### src/rtl/core/sensor_word_crc_check_and_scale_macros.svh
// Assertion macros shared by the checking code of the block
`ifndef SENSOR_WORD_CRC_CHECK_AND_SCALE_MACROS_SVH
`define SENSOR_WORD_CRC_CHECK_AND_SCALE_MACROS_SVH

// Same-cycle implication
`define SCWC_ASSERT_NOW(label, clk, rst, cond, expr) \
  label: assert property (@(posedge clk) disable iff (rst) (cond) |-> (expr)) \
    else $error("scwc: same-cycle check failed");

// Next-cycle implication
`define SCWC_ASSERT_NEXT(label, clk, rst, cond, expr) \
  label: assert property (@(posedge clk) disable iff (rst) (cond) |=> (expr)) \
    else $error("scwc: next-cycle check failed");

`endif

### src/rtl/core/scwc_pkg.sv
`default_nettype none
package scwc_pkg;

  localparam logic [7:0]  CRC_INIT       = 8'hFF;
  localparam logic [7:0]  CRC_POLY_RESET = 8'h31;
  localparam logic [14:0] TEMP_SPAN      = 15'd17500;
  localparam logic [14:0] HUM_SPAN       = 15'd10000;
  localparam logic [14:0] TEMP_OFFSET    = 15'd4500;

  typedef enum logic {
    ACT_TEMP = 1'b0,
    ACT_HUM  = 1'b1
  } action_t;

  typedef struct packed {
    logic        action;
    logic        crc_ok;
    logic [15:0] raw;
  } word_t;

  function automatic logic [7:0] crc8_byte(input logic [7:0] crc_in,
                                           input logic [7:0] data,
                                           input logic [7:0] poly);
    logic [7:0] c;
    c = crc_in ^ data;
    for (int k = 0; k < 8; k++) begin
      c = c[7] ? ({c[6:0], 1'b0} ^ poly) : {c[6:0], 1'b0};
    end
    return c;
  endfunction

endpackage
`default_nettype wire

### src/rtl/core/scwc_in_if.sv
`default_nettype none
interface scwc_in_if;
  logic       valid;
  logic       ready;
  logic       action;
  logic [7:0] data_high_byte;
  logic [7:0] data_low_byte;
  logic [7:0] crc_byte;

  modport source (output valid, action, data_high_byte, data_low_byte, crc_byte,
                  input ready);
  modport sink (input valid, action, data_high_byte, data_low_byte, crc_byte,
                output ready);
endinterface
`default_nettype wire

### src/rtl/core/scwc_out_if.sv
`default_nettype none
interface scwc_out_if;
  logic               valid;
  logic               ready;
  logic               crc_ok;
  logic [15:0]        raw_word;
  logic signed [14:0] scaled_hundredths;

  modport source (output valid, crc_ok, raw_word, scaled_hundredths,
                  input ready);
  modport sink (input valid, crc_ok, raw_word, scaled_hundredths,
                output ready);
endinterface
`default_nettype wire

### src/rtl/core/sensor_word_crc_check_and_scale.sv
// Checks a 3-byte sensor frame (high byte, low byte, CRC-8 byte; init 0xFF, MSB first,
// polynomial from the register, 0x31 after reset) and scales the 16-bit word to
// hundredths of a degree Celsius or of a percent humidity; a failed check forces the
// word to zero. Four register stages (CRC high byte, CRC low byte and compare,
// span multiply, floor and offset) carry each frame to the output in that order, and
// one frame is taken every cycle while the result side keeps up.
// Write the polynomial only while no frame is in flight.
`default_nettype none
`include "sensor_word_crc_check_and_scale_macros.svh"
module sensor_word_crc_check_and_scale
  import scwc_pkg::*;
(
  input  wire logic  clk,
  input  wire logic  rst,
  input  wire logic  cfg_wr_en,
  input  wire logic  [7:0] cfg_wr_data,
  scwc_in_if.sink    frame,
  scwc_out_if.source result
);

  logic [7:0] poly_reg;
  word_t      mid;
  logic       mid_valid;
  logic       mid_ready;
  logic       out_fail;
  logic       out_zero_word;
  logic       scale_at_zero;

  always_ff @(posedge clk) begin
    if (rst) begin
      poly_reg <= CRC_POLY_RESET;
    end else if (cfg_wr_en) begin
      poly_reg <= cfg_wr_data;
    end
  end

  scwc_crc_front u_front (
    .clk       (clk),
    .rst       (rst),
    .poly      (poly_reg),
    .frame     (frame),
    .mid       (mid),
    .mid_valid (mid_valid),
    .mid_ready (mid_ready)
  );

  scwc_scale u_scale (
    .clk       (clk),
    .rst       (rst),
    .mid       (mid),
    .mid_valid (mid_valid),
    .mid_ready (mid_ready),
    .result    (result)
  );

  assign out_fail      = result.valid && !result.crc_ok;
  assign out_zero_word = result.valid && (result.raw_word == 16'd0);
  assign scale_at_zero = (result.scaled_hundredths == -15'sd4500) ||
                         (result.scaled_hundredths == 15'sd0);

  `SCWC_ASSERT_NOW(a_mid_fail_zero, clk, rst, mid_valid && !mid.crc_ok, mid.raw == 16'd0)
  `SCWC_ASSERT_NOW(a_out_fail_zero, clk, rst, out_fail, result.raw_word == 16'd0)
  `SCWC_ASSERT_NOW(a_zero_word_scale, clk, rst, out_zero_word, scale_at_zero)
  `SCWC_ASSERT_NEXT(a_mid_hold, clk, rst, mid_valid && !mid_ready, mid_valid && $stable(mid))

endmodule
`default_nettype wire

### src/rtl/core/scwc_crc_front.sv
`default_nettype none
module scwc_crc_front
  import scwc_pkg::*;
(
  input  wire logic  clk,
  input  wire logic  rst,
  input  wire logic  [7:0] poly,
  scwc_in_if.sink    frame,
  output word_t      mid,
  output logic       mid_valid,
  input  wire logic  mid_ready
);

  logic       s1_valid;
  logic       s1_action;
  logic [7:0] s1_high;
  logic [7:0] s1_low;
  logic [7:0] s1_check;
  logic [7:0] s1_crc;
  logic       s1_ready;
  logic       s2_ready;
  logic [7:0] crc_full;

  assign s2_ready    = !mid_valid || mid_ready;
  assign s1_ready    = !s1_valid || s2_ready;
  assign frame.ready = s1_ready;
  assign crc_full    = crc8_byte(s1_crc, s1_low, poly);

  // CRC over the high byte
  always_ff @(posedge clk) begin
    if (rst) begin
      s1_valid <= 1'b0;
    end else if (s1_ready) begin
      s1_valid <= frame.valid;
    end
    if (s1_ready && frame.valid) begin
      s1_action <= frame.action;
      s1_high   <= frame.data_high_byte;
      s1_low    <= frame.data_low_byte;
      s1_check  <= frame.crc_byte;
      s1_crc    <= crc8_byte(CRC_INIT, frame.data_high_byte, poly);
    end
  end

  // CRC over the low byte, compare and gate the word
  always_ff @(posedge clk) begin
    if (rst) begin
      mid_valid <= 1'b0;
    end else if (s2_ready) begin
      mid_valid <= s1_valid;
    end
    if (s2_ready && s1_valid) begin
      mid.action <= s1_action;
      mid.crc_ok <= (crc_full == s1_check);
      mid.raw    <= (crc_full == s1_check) ? {s1_high, s1_low} : 16'd0;
    end
  end

endmodule
`default_nettype wire

### src/rtl/core/scwc_scale.sv
`default_nettype none
module scwc_scale
  import scwc_pkg::*;
(
  input  wire logic  clk,
  input  wire logic  rst,
  input  wire word_t mid,
  input  wire logic  mid_valid,
  output logic       mid_ready,
  scwc_out_if.source result
);

  logic        s3_valid;
  logic        s3_action;
  logic        s3_ok;
  logic [15:0] s3_raw;
  logic [30:0] s3_prod;
  logic        s3_ready;
  logic        s4_ready;
  logic [14:0] span;
  logic [14:0] whole;

  assign s4_ready  = !result.valid || result.ready;
  assign s3_ready  = !s3_valid || s4_ready;
  assign mid_ready = s3_ready;
  assign span      = (mid.action == ACT_TEMP) ? TEMP_SPAN : HUM_SPAN;
  assign whole     = s3_prod[30:16];

  // Multiply by the span
  always_ff @(posedge clk) begin
    if (rst) begin
      s3_valid <= 1'b0;
    end else if (s3_ready) begin
      s3_valid <= mid_valid;
    end
    if (s3_ready && mid_valid) begin
      s3_action <= mid.action;
      s3_ok     <= mid.crc_ok;
      s3_raw    <= mid.raw;
      s3_prod   <= 31'(mid.raw) * 31'(span);
    end
  end

  // Floor, apply the offset for temperature and hold the result until transfer
  always_ff @(posedge clk) begin
    if (rst) begin
      result.valid <= 1'b0;
    end else if (s4_ready) begin
      result.valid <= s3_valid;
    end
    if (s4_ready && s3_valid) begin
      result.crc_ok   <= s3_ok;
      result.raw_word <= s3_raw;
      result.scaled_hundredths <= (s3_action == ACT_TEMP) ?
                                  $signed(whole - TEMP_OFFSET) : $signed(whole);
    end
  end

endmodule
`default_nettype wire

### src/flat_wrapper.sv
// flat-port wrapper written by rule: the top's interface ports become plain ports
module sensor_word_crc_check_and_scale_flat import scwc_pkg::*;
  (clk, rst, cfg_wr_en, cfg_wr_data, frame_valid, frame_action, frame_data_high_byte, frame_data_low_byte, frame_crc_byte, frame_ready, result_valid, result_crc_ok, result_raw_word, result_scaled_hundredths, result_ready);
  scwc_in_if frame_i ();
  scwc_out_if result_i ();
  input  wire logic clk;
  input  wire logic rst;
  input  wire logic cfg_wr_en;
  input  wire logic  [7:0] cfg_wr_data;
  input wire logic [$bits(frame_i.valid)-1:0] frame_valid;
  input wire logic [$bits(frame_i.action)-1:0] frame_action;
  input wire logic [$bits(frame_i.data_high_byte)-1:0] frame_data_high_byte;
  input wire logic [$bits(frame_i.data_low_byte)-1:0] frame_data_low_byte;
  input wire logic [$bits(frame_i.crc_byte)-1:0] frame_crc_byte;
  output wire logic [$bits(frame_i.ready)-1:0] frame_ready;
  output wire logic [$bits(result_i.valid)-1:0] result_valid;
  output wire logic [$bits(result_i.crc_ok)-1:0] result_crc_ok;
  output wire logic [$bits(result_i.raw_word)-1:0] result_raw_word;
  output wire logic [$bits(result_i.scaled_hundredths)-1:0] result_scaled_hundredths;
  input wire logic [$bits(result_i.ready)-1:0] result_ready;
  assign frame_i.valid = frame_valid;
  assign frame_i.action = frame_action;
  assign frame_i.data_high_byte = frame_data_high_byte;
  assign frame_i.data_low_byte = frame_data_low_byte;
  assign frame_i.crc_byte = frame_crc_byte;
  assign frame_ready = frame_i.ready;
  assign result_valid = result_i.valid;
  assign result_crc_ok = result_i.crc_ok;
  assign result_raw_word = result_i.raw_word;
  assign result_scaled_hundredths = result_i.scaled_hundredths;
  assign result_i.ready = result_ready;
  sensor_word_crc_check_and_scale u_core (.clk(clk), .rst(rst), .cfg_wr_en(cfg_wr_en), .cfg_wr_data(cfg_wr_data), .frame(frame_i), .result(result_i));
endmodule
### config.mk
export PLATFORM = sky130hd
export DESIGN_NAME = sensor_word_crc_check_and_scale_flat
export DESIGN_NICKNAME = d
export VERILOG_FILES = /design/src/rtl/core/scwc_pkg.sv /design/src/rtl/core/scwc_in_if.sv /design/src/rtl/core/scwc_out_if.sv /design/src/rtl/core/sensor_word_crc_check_and_scale.sv /design/src/rtl/core/scwc_crc_front.sv /design/src/rtl/core/scwc_scale.sv /design/src/flat_wrapper.sv
export VERILOG_INCLUDE_DIRS = /design/src /design/src/rtl/core
export SDC_FILE = /design/constraint.sdc
export NUM_CORES = 1
export LEC_CHECK = 0
export BUFFER_PORTS_ARGS = -buffer_cell sky130_fd_sc_hd__buf_4
export CAP_MARGIN = 20
export CORE_MARGIN = 2
export CORE_UTILIZATION = 33
export CTS_CLUSTER_SIZE = 12
export DETAILED_ROUTE_END_ITERATION = 10
export HOLD_SLACK_MARGIN = 0.08
export PLACE_DENSITY = 0.54
export SLEW_MARGIN = 0
export SYNTH_ARGS = -nofsm -noshare
export SYNTH_HDL_FRONTEND = slang
export SYNTH_SLANG_ARGS = --single-unit
### constraint.sdc
create_clock -name clk -period 7.6 [get_ports clk]
set_clock_uncertainty 0.1 [all_clocks]
set_input_delay 1.52 -clock clk [delete_from_list [all_inputs] [get_ports clk]]
set_output_delay 1.52 -clock clk [all_outputs]
set_load 0.01 [all_outputs]
==> results.md, run 1 <==
- Post-DR wirelength/cell: around 15 um
- Most frequent CP cell: inv_1
- Crit path kind: reg2reg
- CTS-repair resized insts: 0
- Multiplexer share of the synthesized area: 1.68%
- Critical path capture point: u_core.u_scale.s3_prod[30]
- Register area share after synthesis: 32.3%
- Fill count: between 3000 and 4000
- Port Buf Inserts: roughly 70
- Clock transition at path regs: 60 ps
- Fin Hold WS: 311 ps
- Num CTS Buffers: 17
- Total track usage: between 10% and 20%
- Number of diodes: 0
- Setup Buffers After CTS: 0
- Starting Density: approximately a third
- WL final: 24100 um
- Mapped Cells: 1088
- DIE AREA: 36400 sq um
- Hold path startpoint: u_core.u_scale.s3_raw[7]
- Worst EP arrival: a little under 7000 ps
- Most flops, register: u_core.u_front.mid
- Cell Pwr Density: 412 nW/um^2
- Buf/Inv on CP: 5
- Area of the multi-input gates: 7250 sq um
- Clk Latency, worst-skew pair: 430 ps
- Final cycle utilization of the critical path: 89.8%
- Crit path launch type: flop
- Share of synthesized registers carrying an async set or reset: 0%
- Die Ht: about 190 um
- Worst reg2reg setup slack: ~780 ps
- DRT antenna net count: 0
- Vias in the first global route: 7755
- Detailed Routing Iterations Pass 1: 5
- H-tree depth: 4
- Leakage: slightly below 0.006 uW
- Core area: 34500 sq um
- Max cap viols: 0
- Final net count: 1424
- Endpoints failing setup: 0
- Actual slew at the worst max-slew pin: a little under 1000 ps
- Number of synthesized flops with an enable pin: 116
- Clock Tree Root: clkbuf_16
- Worst r2r path cells: 24
- Worst hold path class: reg2reg
- Avg Cell Area, Syn: 10.6 sq um
- Req. time, crit path: 7680 ps
- Iter 0 DRT Violations: about 350
- Minimum clock period: 6820 ps
- Routability cong.: around 0.85
- Cell family with most CP delay: adder cells
- Width of the die: 191 um
- Top flop regs: u_core.u_front.mid (18), u_core.u_scale.result.raw_word (16), u_core.u_scale.s3_raw (16)
- Synth Area in Compound Gates: just over 7%
- Grt ovf: 0
- Global-route wire length before repair: 40000 um
- Vias per Instance: 4.57
- CP max FO: 33
- Simple-gate share of the synthesized area: 13.2%
- FMAX: 147 MHz
- VDD IR max: 0.000221 V
- Crit. path cell count: 24
- Synth Flop Type: edfxtp_1
- CP Cell Sequence: nand2b_1, inv_1, ha_1, inv_1, fa_1, inv_1, fa_1, inv_1, fa_1, inv_1, fa_1, ha_1, ha_1, a21o_1, a21o_1, a21oi_1, o21bai_1, a221o_1, a21oi_1, o21ai_0, a41o_1, o21a_1, nor2_1, xnor2_1
- YS warnings: 0
- Largest net degree at the start of global routing: 34
- Status: finished, final reports clean
- Hold path cells: 0
- Cell variety after synth: 72
- CP Capture Type: flop
- Largest family of logic cells by synthesized area: adder cells
- Final instance area: 13300 sq um
- Share of layout cells above drive strength 1: 12.0%
- Crit. Startpoint: u_core.u_front.mid[17]
- Normalized max-slew margin: between 30 and 40%
- Crit-path slowest cell: edfxtp_1
- Slew Viols, Final: 0
- Placement row count: 68
- Yosys reg bits: 128
- # hold bufs at CTS: 0
- Final hold viol count: 0
- TritonCTS clock tree: built
- Unrepaired setup endpoints after global routing: false
- CP max stage delay: 880 ps
- Total number of vias: 7519
- Area after DPL: between 10000 and 15000 sq um
- DRC Markers: 0
- Clk sinks: 128
- IO Pins: 72
- Fin util: about two fifths
- Post-synthesis cell area: 11500 sq um
- Adder-Cell Fraction of Synth Area: 28.4%
- Reg area: 3720 sq um
- Worst flop-to-flop path endpoint: u_core.u_scale.s3_prod[30]
- Post-DP HPWL: 19100 um
- Antenna violations before repair: 0
- Sum Neg Setup Slack: 0 ps
- Clk buf depth: 2
- Synthesis-to-finish area growth: 15.4%
- RR Startpoint: u_core.u_front.mid[17]
- Max reg flops: 18
- Post-synthesis xor/xnor area fraction: ~11%
- Most common cell after layout, fill and taps aside: inv_1
- Commonest non-fill, non-tap cells in the layout: inv_1, ha_1, edfxtp_1
-- routing by layer --
metal  share of wire [%]  GRT usage [%]
met1                  47           18.2
met2                  48           24.1
met3                 3.8           2.32
met4                 1.5           4.32
met5                   0              0
-- Yosys cell counts, types with 4 or more instances --
library cell / number / share of area (%)
a21oi_1: 26 / 1.1
xor2_1: 31 / 2.4
xnor3_1: 5 / 0.98
or2_2: 13 / 0.71
nor2b_1: 19 / 1.0
mux2i_1: 16 / 1.4
nand2b_1: 15 / 0.81
nor2_1: 64 / 2.1
fa_1: 89 / 15
o21a_1: 8 / 0.52
a31oi_1: 4 / 0.22
a211oi_1: 7 / 0.46
nand3_1: 16 / 0.70
nand2_1: 98 / 3.2
edfxtp_1: 116 / 30
inv_1: 138 / 4.5
dfxtp_1: 12 / 2.1
and2_1: 35 / 1.9
nor3b_1: 5 / 0.33
o211a_1: 6 / 0.52
and3_1: 6 / 0.33
and4_1: 4 / 0.30
xnor2_1: 91 / 6.9
nor3_1: 15 / 0.65
clkbuf_1: 29 / 0.94
a221oi_1: 5 / 0.38
a21o_1: 10 / 0.65
o21ai_0: 17 / 0.74
ha_1: 119 / 13
-- worst min path at each step --
| stage | end | slack (ps) |
|---|---|---|
| 3_5_place_dp | u_core.u_scale.result.raw_word[1] | 300 |
| 5_1_grt | u_core.u_scale.result.raw_word[8] | 320 |
| 6_report | u_core.u_scale.result.raw_word[7] | 310 |
| 3_3_place_gp | u_core.u_scale.result.raw_word[7] | 300 |
| 4_1_cts | u_core.u_scale.result.raw_word[7] | 310 |
| 2_1_floorplan | u_core.u_front.mid[17] | 300 |
-- cell type report --
class	instances	area share, %
multi-input combinational	811	54.5
sequential	128	28.0
timing repair buffer	80	4.67
tap	455	4.28
inverter	140	3.95
clock buffer	18	3.23
clock inverter	14	1.34
-- metrics by stage --
step,setup WS [ps],total power (uW),std cells
finish,779,5480,1646
floorplan,1580,3980,1115
detailed placement,771,4640,1613
global route,331,6030,1646
CTS,761,5540,1645
global placement,868,4600,1613
-- worst register-to-register path, stage by stage (launching register included) --
cell	delay, ps
edfxtp_1	880
nand2b_1	240
inv_1	80
ha_1	290
inv_1	50
fa_1	510
inv_1	50
fa_1	490
inv_1	50
fa_1	520
inv_1	50
fa_1	440
ha_1	290
ha_1	280
a21o_1	160
a21o_1	170
a21oi_1	230
o21bai_1	170
a221o_1	390
a21oi_1	280
o21ai_0	190
a41o_1	290
o21a_1	180
nor2_1	110
xnor2_1	70
-- where the power goes --
group          internal [uW]  switching, uW
clock network            521            337
logic                   1650           1900
registers               1000           73.0
total                   3170           2310
-- kinds of logic (layout without fill, tap and decap cells) --
kind of cell,Yosys count,after routing
muxes,19,19
adders and majority gates,208,208
xor gates and xnor gates,133,133
buffers and inverters,176,252
AOI/OAI and AO/OA,116,116
and+or+nand+nor,306,306
other,2,29
DFF,128,128
No activity file was read; power rests on OpenSTA's default activity.
==> run 2, diff against run 1 <==
--- a/config.mk
+++ b/config.mk
@@ -14,6 +14,7 @@
 export DETAILED_ROUTE_END_ITERATION = 10
 export HOLD_SLACK_MARGIN = 0.08
 export PLACE_DENSITY = 0.54
+export REMOVE_ABC_BUFFERS = 1
 export SLEW_MARGIN = 0
 export SYNTH_ARGS = -nofsm -noshare
 export SYNTH_HDL_FRONTEND = slang
==> results.md, run 2 (synthesized netlist as in run 1, its figures left out) <==
- Status: finished, final reports clean
- Most common cell after layout, fill and taps aside: inv_1
- Cell Pwr Density: 411 nW/um^2 (-0.32%)
- Detailed Routing Iterations Pass 1: 6 (+1)
- Clock Tree Root: clkbuf_16
- Crit. Startpoint: u_core.u_front.mid[17]
- VDD IR max: 0.000253 V (+14%)
- Sw frac: 42.0% (-0.084 points)
- TritonCTS clock tree: built
- Max cap viols: 0 (unchanged)
- Req. time, crit path: 7690 ps (about the same)
- Crit path kind: reg2reg
- Area of the multi-input gates: 7250 sq um (about the same)
- Fill count: 3391 (-0.44%)
- Total track usage: 14.5% (+0.40 points)
- Slew Viols, Final: 0 (unchanged)
- Placement row count: 68 (unchanged)
- Crit path launch type: flop
- DRT antenna net count: 0 (unchanged)
- Post-DP HPWL: 19300 um (+0.96%)
- DIE AREA: 36400 sq um (unchanged)
- Starting Density: 33.4% (unchanged)
- Clock transition at path regs: 60 ps (about the same)
- H-tree depth: 4 (unchanged)
- Worst hold path class: reg2reg
- Top flop regs: u_core.u_front.mid (18), u_core.u_scale.result.raw_word (16), u_core.u_scale.s3_raw (16)
- Reg area: 3720 sq um (unchanged)
- DRC Markers: 0 (unchanged)
- Actual slew at the worst max-slew pin: 954 ps (-39.3 ps)
- Clk buf depth: 2 (unchanged)
- Worst r2r path cells: 23 (-4.2%)
- Number of diodes: 0 (unchanged)
- Width of the die: 191 um (unchanged)
- Vias in the first global route: 7723 (-0.41%)
- Num CTS Buffers: 17 (unchanged)
- # hold bufs at CTS: 0 (unchanged)
- Place WS: 921 ps (+151 ps)
- Most flops, register: u_core.u_front.mid
- Worst reg2reg setup slack: 930 ps (+150 ps)
- Setup Buffers After CTS: 0 (unchanged)
- Setup ws final: 931 ps (+153 ps)
- FMAX: 150 MHz (+2.3%)
- Grt ovf: 0 (unchanged)
- Comb pwr share: 65.2% (+0.5 points)
- Busiest grt layer: met2
- Fin util: 38.5% (-0.047 points)
- RR Startpoint: u_core.u_front.mid[17]
- Met1 Resource Use GR: 17.9% (-0.30 points)
- Int Pwr: 3160 uW (-0.30%)
- Power Total: 5460 uW (-0.44%)
- Commonest non-fill, non-tap cells in the layout: inv_1, ha_1, edfxtp_1
- GRT met2 Usage: 25.4% (+1.2 points)
- Leakage: 0.00590 uW (+0.10%)
- Port Buf Inserts: 71 (unchanged)
- NetSw: 2290 uW (-0.64%)
- CTS-repair resized insts: 0 (unchanged)
- CP Capture Type: flop
- Largest net degree at the start of global routing: 34 (unchanged)
- Sum Neg Setup Slack: 0 ps (unchanged)
- Core area: 34500 sq um (unchanged)
- IO Pins: 72 (unchanged)
- Minimum clock period: 6670 ps (-153 ps)
- Clk sinks: 128 (unchanged)
- Total number of vias: 7572 (+0.70%)
- Endpoints failing setup: 0 (unchanged)
- Die Ht: 191 um (unchanged)
- Global-route wire length before repair: 40700 um (+1.7%)
- Critical path capture point: u_core.u_scale.s3_prod[30]
- CP max stage delay: 660 ps (-220 ps)
- Share of layout cells above drive strength 1: 12.1% (+0.074 points)
- Part of the power in registers: 19.7% (about the same)
- Routability cong.: 0.870 (+2.4%)
- Worst EP arrival: 6750 ps (-150 ps)
- Unrepaired setup endpoints after global routing: false
- Clock share of power: 15.2% (-0.5 points)
- Clk Latency, worst-skew pair: 440 ps (about the same)
- GRT met3 Usage: 2.93% (+0.61 points)
- Most frequent CP cell: fa_1
- WL final: 24700 um (+2.4%)
- Final cycle utilization of the critical path: 87.7% (-2.0 points)
- Worst flop-to-flop path endpoint: u_core.u_scale.s3_prod[30]
- Vias per Instance: 4.60 (+0.64%)
- Antenna violations before repair: 0 (unchanged)
- Fin Hold WS: 315 ps (+4.76 ps)
- Max reg flops: 18 (unchanged)
- Normalized max-slew margin: 36.1% (+2.4 points)
- CP max FO: 20 (-39%)
- CP Cell Sequence: buf_4, nand2b_1, inv_1, ha_1, inv_1, fa_1, inv_1, fa_1, fa_1, fa_1, ha_1, ha_1, a21o_1, a21oi_1, o21ai_0, o21bai_1, a221o_1, a21oi_1, o21ai_0, a41o_1, o21a_1, nor2_1, xnor2_1
- Iter 0 DRT Violations: 293 (-17%)
- Post-DR wirelength/cell: 15.0 um (+2.3%)
- Final hold viol count: 0 (unchanged)
- Synthesis-to-finish area growth: 15.3%
- Final net count: 1426 (+0.14%)
- Crit-path slowest cell: edfxtp_1
[run 2: worst min path at each step]
stage | startpoint | end | slack, ps | cells past startpoint
2_1_floorplan | u_core.u_front.s1_action | u_core.u_front.mid[17] | 300 | 0
3_3_place_gp | u_core.u_scale.s3_raw[9] | u_core.u_scale.result.raw_word[9] | 300 | 0
3_5_place_dp | u_core.u_scale.s3_raw[10] | u_core.u_scale.result.raw_word[10] | 300 | 0
4_1_cts | u_core.u_scale.s3_raw[8] | u_core.u_scale.result.raw_word[8] | 320 | 0
5_1_grt | u_core.u_scale.s3_raw[7] | u_core.u_scale.result.raw_word[7] | 330 | 0
6_report | u_core.u_scale.s3_raw[8] | u_core.u_scale.result.raw_word[8] | 320 | 0
[run 2: power groups by stage]
| stage | Combinational, uW | Clock [uW] | Sequential (uW) |
|---|---|---|---|
| 2_1_floorplan | 2870 | 0 | 1080 |
| 3_3_place_gp | 3500 | 0 | 1090 |
| 3_5_place_dp | 3560 | 0 | 1090 |
| 4_1_cts | 3590 | 854 | 1070 |
| 5_1_grt | 4060 | 879 | 1090 |
| 6_report | 3560 | 827 | 1070 |
[run 2: stage by stage]
| stage | std cells | area, sq um |
|---|---|---|
| after floorplan | 1079 | 11500 |
| after detailed placement | 1616 | 12700 |
| final | 1647 | 13300 |
| after CTS | 1647 | 13300 |
| after global placement | 1616 | 12700 |
| after global routing | 1647 | 13300 |
[run 2: cell type report]
cell class	instances	area share, %
clock buffer	17	3.20
sequential	128	28.0
timing repair buffer	82	4.64
inverter	140	3.96
tap	455	4.29
clock inverter	14	1.26
multi-input combinational	811	54.6
[run 2: metal layers]
| layer | routed length [um] | vias to the layer above |
|---|---|---|
| met5 | 0 | - |
| met4 | 398 | 0 |
| met3 | 845 | 29 |
| met2 | 12300 | 125 |
| met1 | 11200 | 3625 |
| li1 | - | 3793 |
[run 2: critical path: cells and delay by family (launching register included)]
family / cells / cell delay [ps]
simple gates: 2 / 270
compound gates: 9 / 1990
buf+inv: 4 / 440
xor+xnor: 1 / 70
fa+ha+maj: 7 / 2880
flops: 1 / 660
==> run 3, diff against run 2 <==
--- a/config.mk
+++ b/config.mk
@@ -6,6 +6,7 @@
 export SDC_FILE = /design/constraint.sdc
 export NUM_CORES = 1
 export LEC_CHECK = 0
+export ABC_AREA = 1
 export BUFFER_PORTS_ARGS = -buffer_cell sky130_fd_sc_hd__buf_4
 export CAP_MARGIN = 20
 export CORE_MARGIN = 2
==> results.md, run 3 <==
- Cell family with most CP delay: adder cells
- Worst EP arrival: 6390 ps (-360 ps)
- Routability cong.: 0.857 (-1.5%)
- Clock transition at path regs: 60 ps (about the same)
- Fill count: 3423 (+0.94%)
- Reg area: 3720 sq um (unchanged)
- Synth area leader: edfxtp_1
- Mapped Cells: 1216 (+12%)
- Top flop regs: u_core.u_front.mid (18), u_core.u_scale.result.raw_word (16), u_core.u_scale.s3_raw (16)
- Cell Pwr Density: 401 nW/um^2 (-2.3%)
- Max reg flops: 18 (unchanged)
- Final net count: 1566 (+9.8%)
- Vias per Instance: 4.32 (-6.1%)
- TritonCTS clock tree: built
- Port Buf Inserts: 71 (unchanged)
- Post-synth top cells: inv_1, nand2_1, ha_1
- Final instance area: 13200 sq um (-0.65%)
- Vias in the first global route: 7886 (+2.1%)
- Hold path startpoint: u_core.u_scale.s3_raw[10]
- Num CTS Buffers: 17 (unchanged)
- Iter 0 DRT Violations: 343 (+17%)
- Synth Flop Type: edfxtp_1
- Status: finished, final reports clean
- VDD IR max: 0.000223 V (-12%)
- Grt ovf: 0 (unchanged)
- Top post-synthesis cells by area: edfxtp_1, fa_1, ha_1
- Hold path cells: 0 (unchanged)
- Clk sinks: 128 (unchanged)
- Detailed Routing Iterations Pass 1: 5 (-1)
- Commonest non-fill, non-tap cells in the layout: inv_1, nand2_1, ha_1
- Crit path launch type: flop
- Number of synthesized flops with an enable pin: 116 (unchanged)
- Global-route wire length before repair: 38800 um (-4.5%)
- Synthesis-to-finish area growth: 15.4%
- Setup Buffers After CTS: 0 (unchanged)
- Unrepaired setup endpoints after global routing: false
- Clk Latency, worst-skew pair: 430 ps (about the same)
- Yosys reg bits: 128 (unchanged)
- Share of layout cells above drive strength 1: 13.2% (+1.1 points)
- IO Pins: 72 (unchanged)
- RR Startpoint: u_core.u_front.mid[17]
- Clock Tree Root: clkbuf_16
- DIE AREA: 36100 sq um (-0.77%)
- Width of the die: 190 um (-0.39%)
- Most flops, register: u_core.u_front.mid
- Avg Cell Area, Syn: 9.40 sq um (-11%)
- CP Capture Type: flop
- Minimum clock period: 6310 ps (-360 ps)
- DRT antenna net count: 0 (unchanged)
- Actual slew at the worst max-slew pin: 991 ps (+36.5 ps)
- Register area share after synthesis: 32.6% (+0.25 points)
- Crit path kind: reg2reg
- Power Total: 5300 uW (-2.9%)
- CP max FO: 29 (+45%)
- Total track usage: 13.9% (-0.62 points)
- Core area: 34300 sq um (-0.49%)
- DRC Markers: 0 (unchanged)
- Req. time, crit path: 7680 ps (about the same)
- Hold-critical path endpoint: u_core.u_scale.result.raw_word[10]
- Starting Density: 33.3% (-0.097 points)
- # hold bufs at CTS: 0 (unchanged)
- Top-area cell type share of the netlist area: 30.5% (+0.24 points)
- Final cycle utilization of the critical path: 83.0% (-4.7 points)
- H-tree depth: 4 (unchanged)
- Leakage: 0.00642 uW (+8.9%)
- Clk buf depth: 2 (unchanged)
- Post-DP HPWL: 18700 um (-3.3%)
- Antenna violations before repair: 0 (unchanged)
- FMAX: 159 MHz (+5.7%)
- Buf/Inv on CP: 7 (+3)
- Cell variety after synth: 45 (-38%)
- Worst flop-to-flop path endpoint: u_core.u_scale.s3_prod[29]
- Worst r2r path cells: 28 (+22%)
- Share of synthesized registers carrying an async set or reset: 0% (unchanged)
- Most common cell after layout, fill and taps aside: inv_1
- Max cap viols: 0 (unchanged)
- Endpoints failing setup: 0 (unchanged)
- CP max stage delay: 850 ps (+190 ps)
- Most frequent cell after synthesis: inv_1
- Final hold viol count: 0 (unchanged)
- Most frequent CP cell: inv_1
- YS warnings: 0 (unchanged)
- Area after DPL: 12600 sq um (-0.94%)
- Normalized max-slew margin: 33.8% (-2.3 points)
- CTS-repair resized insts: 0 (unchanged)
- Slew Viols, Final: 0 (unchanged)
- Crit-path slowest cell: edfxtp_1
- Post-synthesis cell area: 11400 sq um (-0.78%)
- Largest net degree at the start of global routing: 34 (unchanged)
- Fin Hold WS: 316 ps (+0.942 ps)
- Fin util: 38.5% (-0.061 points)
- Area of the multi-input gates: 6750 sq um (-6.9%)
- Post-DR wirelength/cell: 13.1 um (-13%)
- Die Ht: 190 um (-0.39%)
- Total number of vias: 7721 (+2.0%)
- Number of diodes: 0 (unchanged)
- Placement row count: 68 (unchanged)
- Worst reg2reg setup slack: 1290 ps (+360 ps)
- Sum Neg Setup Slack: 0 ps (unchanged)
- WL final: 23500 um (-5.1%)
- Worst hold path class: reg2reg
==> run 3: cell count changes in the layout (fill, tap and decap cells not counted), moves of 15 or more <==
cell	change
nor2b_1	-17
nand2b_1	-15
inv_1	+105
nand2_2	+20
nor2_1	+35
and2_1	-35
nand2_1	+102
xor2_1	+27
mux2i_1	-16
xnor2_1	-36
nand3_1	+34
==> run 3: worst max path at each step <==
stage          cells past startpoint              startpoint                    endpoint
2_1_floorplan                     28  u_core.u_front.mid[17]  u_core.u_scale.s3_prod[29]
3_3_place_gp                      28  u_core.u_front.mid[17]  u_core.u_scale.s3_prod[29]
3_5_place_dp                      28  u_core.u_front.mid[17]  u_core.u_scale.s3_prod[29]
4_1_cts                           28  u_core.u_front.mid[17]  u_core.u_scale.s3_prod[29]
5_1_grt                           28  u_core.u_front.mid[17]  u_core.u_scale.s3_prod[29]
6_report                          28  u_core.u_front.mid[17]  u_core.u_scale.s3_prod[29]
==> run 3: cell families after synthesis <==
logic type / after synthesis / share of synthesized area (%)
other cells: 2 / 0.0657
fa+ha+maj: 208 / 28.6
xor+xnor: 116 / 9.24
flops: 128 / 32.6
buf+inv: 274 / 9.37
compound gates: 71 / 3.33
simple gates: 417 / 16.8
==> run 3: area by class of cell <==
type | count | share of cell area (%)
Multi-Input combinational cell | 841 | 51.2
Inverter | 257 | 7.32
Clock inverter | 13 | 1.23
Sequential cell | 128 | 28.2
Clock buffer | 19 | 3.36
Tap cell | 455 | 4.31
Timing Repair Buffer | 75 | 4.36
==> run 3: through the flow <==
step	std cells	worst slack, ps
floorplan	1226	1610
global placement	1755	1340
detailed placement	1755	1270
CTS	1787	1250
global route	1788	746
finish	1788	1290
==> run 3: report_power, final <==
part	total (uW)	internal (uW)	switching, uW	leakage (uW)
combinational	3380	1400	1980	0.00496
clock	845	525	320	0.000290
sequential	1070	1000	65.8	0.00117
==> run 3: routing by layer <==
metal | GRT usage [%] | vias up | wire (um)
li1 | - | 3975 | -
met1 | 17.5 | 3608 | 10900
met2 | 24.1 | 114 | 11400
met3 | 2.43 | 24 | 709
met4 | 4.50 | 0 | 486
met5 | 0 | - | 0
==> run 3: worst register-to-register path, delay by kind of cell (launching register included) <==
kind / cells / cell delay (ps)
simple gates: 9 / 1010
compound gates: 4 / 760
buf+inv: 7 / 430
fa+ha+maj: 7 / 2760
xor+xnor: 1 / 150
flops: 1 / 850
